File: src/rtl/hkr_pkg.sv
// shared types, constants and key map for the keyboard report decoder
package hkr_pkg;

  localparam int SLOT_COUNT = 6;
  localparam int SLOT_IDX_W = 3;
  localparam int TABLE_LEN  = 57;
  localparam logic [7:0] SHIFT_MASK = 8'h22;

  typedef enum logic {
    CMD_REPORT = 1'b0,
    CMD_POP    = 1'b1
  } cmd_e;

  typedef logic [SLOT_COUNT-1:0][7:0] key_arr_t;

  typedef struct packed {
    logic       command;
    logic [7:0] report_modifiers;
    logic [7:0] key_slot_0;
    logic [7:0] key_slot_1;
    logic [7:0] key_slot_2;
    logic [7:0] key_slot_3;
    logic [7:0] key_slot_4;
    logic [7:0] key_slot_5;
  } in_req_t;

  typedef struct packed {
    logic [6:0] char_out;
    logic       char_valid;
    logic [5:0] chars_waiting;
    logic [7:0] modifiers_held;
  } out_req_t;

  // what one lane found for its slot
  typedef struct packed {
    logic       vld;
    logic [6:0] ch;
  } lane_res_t;

  localparam logic [6:0] PLAIN_MAP [TABLE_LEN] = '{
    7'h00, 7'h00, 7'h00, 7'h00, 7'h61, 7'h62, 7'h63, 7'h64, 7'h65, 7'h66,
    7'h67, 7'h68, 7'h69, 7'h6A, 7'h6B, 7'h6C, 7'h6D, 7'h6E, 7'h6F, 7'h70,
    7'h71, 7'h72, 7'h73, 7'h74, 7'h75, 7'h76, 7'h77, 7'h78, 7'h79, 7'h7A,
    7'h31, 7'h32, 7'h33, 7'h34, 7'h35, 7'h36, 7'h37, 7'h38, 7'h39, 7'h30,
    7'h0A, 7'h1B, 7'h08, 7'h09, 7'h20, 7'h2D, 7'h3D, 7'h5B, 7'h5D, 7'h5C,
    7'h23, 7'h3B, 7'h27, 7'h60, 7'h2C, 7'h2E, 7'h2F
  };

  localparam logic [6:0] SHIFT_MAP [TABLE_LEN] = '{
    7'h00, 7'h00, 7'h00, 7'h00, 7'h41, 7'h42, 7'h43, 7'h44, 7'h45, 7'h46,
    7'h47, 7'h48, 7'h49, 7'h4A, 7'h4B, 7'h4C, 7'h4D, 7'h4E, 7'h4F, 7'h50,
    7'h51, 7'h52, 7'h53, 7'h54, 7'h55, 7'h56, 7'h57, 7'h58, 7'h59, 7'h5A,
    7'h21, 7'h40, 7'h23, 7'h24, 7'h25, 7'h5E, 7'h26, 7'h2A, 7'h28, 7'h29,
    7'h0A, 7'h1B, 7'h08, 7'h09, 7'h20, 7'h5F, 7'h2B, 7'h7B, 7'h7D, 7'h7C,
    7'h7E, 7'h3A, 7'h22, 7'h7E, 7'h3C, 7'h3E, 7'h3F
  };

  function automatic logic [6:0] map_key(input logic [7:0] code, input logic shift);
    logic [6:0] ch;
    ch = 7'd0;
    if (code < 8'(TABLE_LEN)) begin
      ch = shift ? SHIFT_MAP[code[5:0]] : PLAIN_MAP[code[5:0]];
    end
    return ch;
  endfunction

endpackage

File: src/rtl/hkr_ram.sv
// generic single-port-write ram with registered read
module hkr_ram #(
  parameter int WIDTH = 7,
  parameter int DEPTH = 64
) (
  input  logic                                       clk_i,
  input  logic                                       we_i,
  input  logic [((DEPTH > 1) ? $clog2(DEPTH) : 1)-1:0] waddr_i,
  input  logic [WIDTH-1:0]                           wdata_i,
  input  logic                                       re_i,
  input  logic [((DEPTH > 1) ? $clog2(DEPTH) : 1)-1:0] raddr_i,
  output logic [WIDTH-1:0]                           rdata_o
);

  logic [WIDTH-1:0] mem_q [DEPTH];
  logic [WIDTH-1:0] rdata_q;

  always_ff @(posedge clk_i) begin
    if (we_i) begin
      mem_q[waddr_i] <= wdata_i;
    end
    if (re_i) begin
      rdata_q <= mem_q[raddr_i];
    end
  end

  assign rdata_o = rdata_q;

endmodule

File: src/rtl/hkr_lane.sv
// one key slot lane: new-press check against previous keys and key map
module hkr_lane (
  input  logic [7:0]        slot_i,
  input  hkr_pkg::key_arr_t prev_i,
  input  logic              shift_i,
  output hkr_pkg::lane_res_t res_o
);
  import hkr_pkg::*;

  logic       seen;
  logic [6:0] ch;

  always_comb begin
    seen = 1'b0;
    for (int j = 0; j < SLOT_COUNT; j++) begin
      if (slot_i == prev_i[j]) begin
        seen = 1'b1;
      end
    end
    ch = map_key(slot_i, shift_i);
  end

  // empty slot and unmapped codes give no character
  assign res_o.vld = (slot_i != 8'd0) && !seen && (ch != 7'd0);
  assign res_o.ch  = ch;

endmodule

File: src/rtl/hid_keyboard_report_to_ascii_fifo_unit.sv
// top level: boot keyboard report decoder feeding an ascii character fifo
// report request: a lane compare state, then one push per slot through the single
//   fifo write port, then a result state
// pop request: a registered fifo ram read with a character, straight to the result when empty
// one request in flight at a time, next one taken the cycle after its result;
//   a waiting result stalls done
// reset clears previous keys, held modifiers, pointers and fill count;
//   fifo ram contents are not cleared and need no clearing pass
module hid_keyboard_report_to_ascii_fifo_unit #(
  parameter int FIFO_DEPTH = 64
) (
  input  logic             clk_i,
  input  logic             rst_ni,
  input  logic             in_valid_i,
  output logic             in_stall_o,
  input  hkr_pkg::in_req_t in_req_i,
  output logic             out_valid_o,
  input  logic             out_stall_i,
  output hkr_pkg::out_req_t out_req_o
);
  import hkr_pkg::*;

  localparam int AW = (FIFO_DEPTH > 1) ? $clog2(FIFO_DEPTH) : 1;
  localparam logic [AW-1:0] LAST_IDX = AW'(FIFO_DEPTH - 1);
  // ring holds one less than its depth
  localparam logic [AW-1:0] FULL_CNT = AW'(FIFO_DEPTH - 1);

  typedef enum logic [2:0] {
    ST_IDLE,
    ST_LANE,
    ST_PUSH,
    ST_POP_RD,
    ST_DONE
  } state_e;

  state_e              state_q;
  key_arr_t            prev_q;
  key_arr_t            slot_q;
  logic [7:0]          mods_q;
  logic [AW-1:0]       wp_q;
  logic [AW-1:0]       rp_q;
  logic [AW-1:0]       cnt_q;
  logic [SLOT_IDX_W-1:0] idx_q;
  lane_res_t           lane_q [SLOT_COUNT];
  lane_res_t           lane_res [SLOT_COUNT];
  logic                pop_hit_q;
  logic                out_valid_q;
  out_req_t            out_q;

  logic                shift;
  logic                full;
  logic [AW-1:0]       wp_inc;
  logic [AW-1:0]       rp_inc;
  logic                ram_we;
  logic                ram_re;
  logic [6:0]          ram_rdata;
  logic [AW+5:0]       cnt_ext;
  logic                out_free;
  logic [AW-1:0]       ptr_fill;

  assign shift  = (mods_q & SHIFT_MASK) != 8'd0;
  assign full   = (cnt_q == FULL_CNT);
  assign wp_inc = (wp_q == LAST_IDX) ? '0 : wp_q + AW'(1);
  assign rp_inc = (rp_q == LAST_IDX) ? '0 : rp_q + AW'(1);

  // push one lane result per cycle when it is valid, dropped when the ring is full
  assign ram_we = (state_q == ST_PUSH) && lane_q[idx_q].vld && !full;
  assign ram_re = (state_q == ST_POP_RD);

  // chars_waiting carries the low six bits of the fill level
  assign cnt_ext  = {6'd0, cnt_q};
  assign out_free = !out_valid_q || !out_stall_i;

  // fill level as seen from the pointers, cross-checked against cnt_q
  assign ptr_fill = (wp_q >= rp_q) ? (wp_q - rp_q) : AW'(wp_q + AW'(FIFO_DEPTH) - rp_q);

  // six lanes check their slots side by side
  for (genvar g = 0; g < SLOT_COUNT; g++) begin : g_lane
    hkr_lane u_lane (
      .slot_i (slot_q[g]),
      .prev_i (prev_q),
      .shift_i(shift),
      .res_o  (lane_res[g])
    );
  end

  hkr_ram #(
    .WIDTH(7),
    .DEPTH(FIFO_DEPTH)
  ) u_ram (
    .clk_i  (clk_i),
    .we_i   (ram_we),
    .waddr_i(wp_q),
    .wdata_i(lane_q[idx_q].ch),
    .re_i   (ram_re),
    .raddr_i(rp_q),
    .rdata_o(ram_rdata)
  );

  always_ff @(posedge clk_i or negedge rst_ni) begin
    if (!rst_ni) begin
      state_q     <= ST_IDLE;
      prev_q      <= '0;
      slot_q      <= '0;
      mods_q      <= '0;
      wp_q        <= '0;
      rp_q        <= '0;
      cnt_q       <= '0;
      idx_q       <= '0;
      pop_hit_q   <= 1'b0;
      out_valid_q <= 1'b0;
      out_q       <= '0;
      for (int i = 0; i < SLOT_COUNT; i++) begin
        lane_q[i] <= '0;
      end
    end else begin
      // result taken downstream; in done a new result takes its place instead
      if (out_valid_q && !out_stall_i && (state_q != ST_DONE)) begin
        out_valid_q <= 1'b0;
      end
      case (state_q)
        ST_IDLE: begin
          if (in_valid_i) begin
            if (cmd_e'(in_req_i.command) == CMD_POP) begin
              // pop on an empty ring goes straight to the result
              pop_hit_q <= (cnt_q != '0);
              state_q   <= (cnt_q != '0) ? ST_POP_RD : ST_DONE;
            end else begin
              pop_hit_q <= 1'b0;
              mods_q    <= in_req_i.report_modifiers;
              slot_q[0] <= in_req_i.key_slot_0;
              slot_q[1] <= in_req_i.key_slot_1;
              slot_q[2] <= in_req_i.key_slot_2;
              slot_q[3] <= in_req_i.key_slot_3;
              slot_q[4] <= in_req_i.key_slot_4;
              slot_q[5] <= in_req_i.key_slot_5;
              state_q   <= ST_LANE;
            end
          end
        end
        ST_LANE: begin
          for (int i = 0; i < SLOT_COUNT; i++) begin
            lane_q[i] <= lane_res[i];
          end
          // lanes are captured, so the slots may become the previous keys now
          prev_q  <= slot_q;
          idx_q   <= '0;
          state_q <= ST_PUSH;
        end
        ST_PUSH: begin
          if (ram_we) begin
            wp_q  <= wp_inc;
            cnt_q <= cnt_q + AW'(1);
          end
          if (idx_q == SLOT_IDX_W'(SLOT_COUNT - 1)) begin
            state_q <= ST_DONE;
          end else begin
            idx_q <= idx_q + SLOT_IDX_W'(1);
          end
        end
        ST_POP_RD: begin
          rp_q    <= rp_inc;
          cnt_q   <= cnt_q - AW'(1);
          state_q <= ST_DONE;
        end
        ST_DONE: begin
          if (out_free) begin
            out_q.char_out       <= pop_hit_q ? ram_rdata : 7'd0;
            out_q.char_valid     <= pop_hit_q;
            out_q.chars_waiting  <= cnt_ext[5:0];
            out_q.modifiers_held <= mods_q;
            out_valid_q          <= 1'b1;
            state_q              <= ST_IDLE;
          end
        end
        default: begin
          state_q <= ST_IDLE;
        end
      endcase
    end
  end

  assign in_stall_o  = (state_q != ST_IDLE);
  assign out_valid_o = out_valid_q;
  assign out_req_o   = out_q;

  a_no_write_when_full: assert property (@(posedge clk_i) disable iff (!rst_ni)
    ram_we |-> !full)
    else $error("fifo write while full");

  a_cnt_bound: assert property (@(posedge clk_i) disable iff (!rst_ni)
    cnt_q <= FULL_CNT)
    else $error("fill count above capacity");

  a_cnt_matches_ptrs: assert property (@(posedge clk_i) disable iff (!rst_ni)
    cnt_q == ptr_fill)
    else $error("fill count disagrees with pointers");

  a_pop_decrements: assert property (@(posedge clk_i) disable iff (!rst_ni)
    (state_q == ST_POP_RD) |=> (cnt_q == $past(cnt_q) - AW'(1)))
    else $error("pop did not lower fill count");

  a_result_from_done: assert property (@(posedge clk_i) disable iff (!rst_ni)
    $rose(out_valid_q) |-> ($past(state_q) == ST_DONE))
    else $error("result raised outside done state");

endmodule
File: config.mk
export PLATFORM = sky130hd
export DESIGN_NAME = hid_keyboard_report_to_ascii_fifo_unit
export DESIGN_NICKNAME = d
export VERILOG_FILES = /design/src/rtl/hkr_pkg.sv /design/src/rtl/hkr_ram.sv /design/src/rtl/hkr_lane.sv /design/src/rtl/hid_keyboard_report_to_ascii_fifo_unit.sv
export SDC_FILE = /design/constraint.sdc
export NUM_CORES = 1
export LEC_CHECK = 0
export ABC_AREA = 1
export BUFFER_PORTS_ARGS = -buffer_cell sky130_fd_sc_hd__buf_4
export CORE_MARGIN = 2
export CORE_UTILIZATION = 40
export CTS_CLUSTER_DIAMETER = 120
export CTS_CLUSTER_SIZE = 20
export DETAILED_ROUTE_END_ITERATION = 7
export PLACE_DENSITY = 0.66
export REMOVE_ABC_BUFFERS = 1
export SLEW_MARGIN = 0
export SYNTH_ARGS = -nofsm -noshare
export SYNTH_HDL_FRONTEND = slang
export SYNTH_SLANG_ARGS = --single-unit
File: constraint.sdc
create_clock -name clk_i -period 5.8 [get_ports clk_i]
set_input_delay 1.16 -clock clk_i [delete_from_list [all_inputs] [get_ports clk_i]]
set_output_delay 1.16 -clock clk_i [all_outputs]
set_load 0.01 [all_outputs]
## After elaboration in Yosys (flattened, before gate mapping)

Memories as Yosys holds them, arrays and structs flattened. A register that Yosys moved wholly into a read port is not among the register bits.
Cells that the tools add are included.

- Register bits: 200
- Bits in writable memories: 448
- Bits in read-only memories: 5,376
- Input bits: 61
- Output and inout port bits: 24
- Logic and storage cells: 270
- Memories: 13

- $add $sub $neg: 5
- Magnitude comparators: 13
- Equal/unequal tests: 50
- Muxes and demuxes: 94
- Bitwise operators: 8
- Reductions and logical operators: 51

Memories:

| memory | words | bits a word | rd ports | clocked after memory_dff | wr ports | RTL line | source |
|---|---|---|---|---|---|---|---|
| (no name shown) | 64 | 7 | 1 | 0 | 0 | hkr_pkg.sv:62 | `ch = shift ? SHIFT_MAP[code[5:0]] : PLAIN_MAP[code[5:0]];` |
| (no name shown) | 64 | 7 | 1 | 0 | 0 | hkr_pkg.sv:62 |  |
| (no name shown) | 64 | 7 | 1 | 0 | 0 | hkr_pkg.sv:62 |  |
| (no name shown) | 64 | 7 | 1 | 0 | 0 | hkr_pkg.sv:62 |  |
| (no name shown) | 64 | 7 | 1 | 0 | 0 | hkr_pkg.sv:62 |  |
| (no name shown) | 64 | 7 | 1 | 0 | 0 | hkr_pkg.sv:62 |  |
| 7 more memories | -- | -- | -- | -- | -- | -- |  |

Operator list:

| operator | number |
|---|---|
| equality test 8 bit | 36 |
| two-way mux 7 bit | 37 |
| nonzero test 8 bit | 7 |
| less-than comparator 8 x 6 -> 1 bit, second input constant | 6 |
| >= comparator 7 bit, second input constant | 6 |
| two-way mux 1 bit | 42 |
| NOT 6 -> 7 bit | 6 |
| nonzero test 7 bit | 6 |
| binary-select mux 8 bit (select 3 bit) | 1 |
| adder 6 x 1 -> 6 bit, second input constant | 3 |
| equality test 6 bit, second input constant | 3 |
| two-way mux 3 bit | 6 |
| two-way mux 6 bit | 3 |
| logical AND 1 bit | 16 |
| two-way mux 8 bit | 2 |
| case mux 3 bit (5 select lines) | 1 |
| case mux 6 bit (2 select lines) | 1 |
| AND reduction 2 bit | 5 |
| zero test 1 bit | 9 |
| inequality test 2 bit, second input constant | 4 |
| equality test 3 x 2 -> 1 bit, second input constant | 2 |
| equality test 3 bit, second input constant | 2 |
| case mux 3 bit (2 select lines) | 1 |
| AND reduction 3 bit | 2 |
| 13 further kinds | 14 |

## Longest topological paths before layout

- Word-level depth: 10
- Depth in mapped cells: 17
- Mapped depth without buffers: 16

## By module

Synthesis repeated with hierarchy kept, for this count alone.

- Cells, all modules: 4,482
- Area, all modules: 36,792.8 um2

Modules (own cells, without submodules):

| module | instances | cells each | area each (um2) | seq. area each (um2) |
|---|---|---|---|---|
| hkr_ram | 1 | 1,590 | 18,615.4 | 13,663.1 |
| hid_keyboard_report_to_ascii_fifo_unit | 1 | 899 | 8,490.6 | 5,004.8 |
| hkr_lane (g_lane[1].u_lane ...) | 5 | 333 | 1,615.3 | 0.0 |
| hkr_lane (g_lane[0].u_lane) | 1 | 328 | 1,610.3 | 0.0 |

## Worst setup path after synthesis

No wires, ideal clock.

- Kind: reg-to-reg
- Start: register idx_q[0]
- End: memory u_ram.mem_q[0][0] (data pin)
- Setup time: 0.702 ns
- Arrival time: 3.493 ns
- Slack: 1.606 ns
- Cell stages (with the launch flop): 6
- Path buffers: 2
- Clock period less this slack: 4.194 ns
- Cell sequence: dfrtp_1 > buf_2 > inv_2 > clkbuf_1 > nor2_1 > o21ai_0

- Cells in the longest elaborated chain, start to end: 4

RTL lines:

| item | RTL line | source |
|---|---|---|
| start: declaration | hid_keyboard_report_to_ascii_fifo_unit.sv:43 | `logic [SLOT_IDX_W-1:0] idx_q;` |
| start signal: assignment | hid_keyboard_report_to_ascii_fifo_unit.sv:158 | `idx_q <= idx_q + SLOT_IDX_W'(1);` |
| NOT 3 -> 4 bit (not written as such) | hid_keyboard_report_to_ascii_fifo_unit.sv:94 | `.wdata_i(lane_q[idx_q].ch),` |
| binary-select mux 8 bit (select 3 bit) | hid_keyboard_report_to_ascii_fifo_unit.sv:94 |  |
| two-way mux 8 bit (not written as such) (2 in a row) | hid_keyboard_report_to_ascii_fifo_unit.sv:94 |  |
| net u_ram.wdata_i[0] | hkr_ram.sv:9 | `input logic [WIDTH-1:0] wdata_i,` |
| end: declaration | hkr_ram.sv:15 | `logic [WIDTH-1:0] mem_q [DEPTH];` |

The timed path passes the listed nets, and every way through them passes these cells. The select of a mux whose other input is x is not followed.

## Final worst setup path

- Start: register idx_q[0]
- End: memory u_ram.mem_q[20][0] (enable)

- Cells in the longest elaborated chain, start to end: 8

RTL lines:

| item | RTL line | source |
|---|---|---|
| NOT 3 -> 4 bit (not written as such) | hid_keyboard_report_to_ascii_fifo_unit.sv:67 | `assign ram_we = (state_q == ST_PUSH) && lane_q[idx_q].vld && !full;` |
| binary-select mux 8 bit (select 3 bit) | hid_keyboard_report_to_ascii_fifo_unit.sv:67 |  |
| two-way mux 8 bit (2 in a row) | -- |  |
| logical AND 1 bit (2 in a row) | hid_keyboard_report_to_ascii_fifo_unit.sv:67 |  |
| two-way mux 1 bit | hkr_ram.sv:19 | `if (we_i) begin` |
| two-way mux 1 bit (not written as such) | hkr_ram.sv:20 | `mem_q[waddr_i] <= wdata_i;` |

No other way between the ends. The select of a mux whose other input is x is not followed.

==> impl_metrics.json <==
{
  "status": "finished, final reports clean",
  "globalplace.congestion": 0.947,
  "fmax_mhz": 298,
  "synth_top_area_cell": "edfxtp_1",
  "synth_seq_area_share_pct": 53.0,
  "hold_depth": 2,
  "synth.avg_cell_area_um2": 8.54,
  "grt_pass1_vias": 27400,
  "final_cell_mix": "941 x nand2_1, 633 x nor2_1, 455 x edfxtp_1",
  "p_clk_share_pct": 13.3,
  "sw_frac_of_total_pct": 48.9,
  "htreeDepth": 2,
  "cp_slowest_cell": "nor2_1",
  "portBuffers": 84,
  "final-setup-viol-count": 0,
  "wirelength_um": 106000,
  "cts_root_buf": "clkbuf_16",
  "yosys.area.top_type_share_pct": 38.8,
  "maxCapViolations": 0,
  "ant_nets": 0,
  "cts-buffers-inserted": 39,
  "grt_max_degree": 147,
  "post-route-util_pct": 43.0,
  "vias": 29200,
  "antenna_cells": 0,
  "dp_cells": 5091,
  "critPathLaunchType": "flip-flop",
  "rows": 108,
  "crit_chain": "inv_2, nor2_1, o21ai_1, nand2_1, nand2_2, nand2_4, nor2_4, nand2_1, nor2_1",
  "drv_slew": 0,
  "ys_ff_latch": 655,
  "synth.area.top_cells": "edfxtp_1 39%, dfrtp_1 14%, nand2_1 10%, nor2_1 6.8%, o21ai_0 5.5%",
  "nFillCells": 8513,
  "grt_pass1_wl_um": 162000,
  "end_kind": "flip-flop",
  "comb_power_share_pct": 47.4,
  "period_share_pct": 57.9,
  "path_clk_slew_ps": 90,
  "r2r_cells": 9,
  "syn-instance-count": 4123,
  "power_mw": 22.1,
  "chipHeight_um": 301,
  "die_w_um": 301,
  "worst_pin_slew_ps": 1310,
  "fin_tns_setup_ps": 0,
  "max_slew_margin_pct": 12.9,
  "cts_sinks": 655,
  "drc": 0,
  "p_sw_mw": 10.8,
  "fin_area_mm2": 0.0375,
  "cp_data_required_time_ps": 6040,
  "period_needed_ps": 3360,
  "pin_count": 85,
  "crit_type": "reg -> reg",
  "cp_slowest_stage_delay_ps": 700,
  "hp-class": "reg -> reg",
  "die-area_mm2": 0.0904,
  "cts_tree": "yes",
  "via_per_inst": 5.66,
  "p_int_mw": 11.3,
  "dr.pass1.iters": 6,
  "power.static_leakage_nw": 14.6,
  "drive_above_1_share_pct": 5.85,
  "crit_arrival_ps": 3600,
  "synth_ff_type": "edfxtp_1",
  "drt_iter0_drc": 3412,
  "area_growth_pct": 6.36,
  "hpwl_um": 68100,
  "grt-ovfl-total": 0,
  "start_util_pct": 40.5,
  "worst_ir_drop_vdd_uv": 395,
  "ff_latch_area_mm2": 0.0187,
  "finalNetCount": 4083,
  "track_usage_pct": 22.8,
  "yosys_warnings": 0,
  "synth_area_mm2": 0.0352,
  "hold_viol_final": 0,
  "cts_resized": 0,
  "core-area_mm2": 0.0870,
  "dpl_cell_area_mm2": 0.0363,
  "postSynth.asyncResetShare_pct": 30.5,
  "wl_per_cell_um": 20.5,
  "rsz0062_at_grt": "no",
  "multi_input_area_mm2": 0.0145,
  "p_per_area_mw_per_mm2": 589,
  "mostFrequentLayoutCell": "nand2_1",
  "synth_edf_count": 455,
  "cp_max_fo": 29,
  "fin_skew_ps": 54.2,
  "clkLatencyLatePin_ps": 640,
  "antenna_found_initial": 0,
  "cts_hold_buf": 0,
  "clockBufferDepth": 3,
  "final_cells": 5155,
  "seqPwrFrac_pct": 39.3,
  "post_cts_buffers": 0,
  "ys_types": 41
}
-- power groups by stage --
stage	Combinational [mW]	Clock, mW	Sequential, mW
global placement	10.2	0	8.69
detailed placement	10.3	0	8.69
floorplan	6.70	0	8.33
CTS	10.3	2.97	8.59
finish	10.5	2.94	8.67
global route	11.6	3.12	8.75
-- metrics by stage --
stage / hold slack (ps) / setup WS (ps)
5_1_grt: 527 / 2230
3_3_place_gp: 460 / 2670
4_1_cts: 489 / 2500
3_5_place_dp: 468 / 2530
2_1_floorplan: 444 / -1250
6_report: 482 / 2440
-- kinds of logic (layout without fill, tap and decap cells) --
family | count (synthesis) | in the layout | share of synthesized area (%)
AOI/OAI and AO/OA | 746 | 746 | 11.5
xor gates and xnor gates | 182 | 182 | 4.53
adders and majority gates | 45 | 45 | 1.62
buffers and inverters | 502 | 379 | 6.04
DFF | 655 | 655 | 53.0
and+or+nand+nor | 1993 | 1993 | 23.4
-- metal layers --
metal	global-route usage, %	part of all wire, %	vias to the layer above
met5	0	0	-
li1	-	-	13500
met2	36.6	46	1500
met4	9.51	4.3	0
met1	31.3	41	13800
met3	3.03	8.2	275
-- cell usage after synthesis (55+ instances only) --
library cell    n
o22ai_1        66
nand2_1       943
a21oi_1       144
edfxtp_1      455
buf_2         145
nor2_1        635
o211ai_1       60
nor3_1         55
o21ai_0       388
nand4_1        93
xor2_1         76
inv_1         169
o21ai_1        61
xnor2_1       106
nand3_1       223
dfrtp_1       200
clkbuf_1      125
-- cell type report --
class / instances / share of cell area [%]
well taps: 1155 / 3.86
clock inverters: 6 / 0.354
repair buffers: 108 / 2.28
flip-flops and latches: 655 / 49.9
multi-input cells: 2966 / 38.8
clock buffers: 58 / 2.80
inverters: 207 / 2.09
-- critical path, delay by kind of cell (launching register included) --
kind	cells	cell delay, ps
AO/OA/AOI/OAI	1	150
flip-flops	1	670
AND/OR/NAND/NOR	7	1750
buffers and inverters	1	410
-- final timing paths --
path                               start                  to  slack [ps]
max in group asynchronous         rst_ni             rp_q[1]        4070
min in group asynchronous         rst_ni          slot_q[31]         560
hold / removal             out_req_o[14]       out_req_o[14]         480
setup / recovery                idx_q[0]  u_ram.mem_q[20][0]        2440
hold reg to reg            out_req_o[14]       out_req_o[14]         480
setup reg to reg                idx_q[0]  u_ram.mem_q[20][0]        2440
-- registers in the layout, summed over array words and instances (netlist names) --
name           flops
u_ram.mem_q      448
lane_q            48
prev_q            48
slot_q            48
out_req_o         22
mods_q             8
u_ram.rdata_o      7
cnt_q              6
rp_q               6
wp_q               6
idx_q              3
state_q            3
out_valid_o        1
pop_hit_q          1
Power figures use the tool's default switching activity.
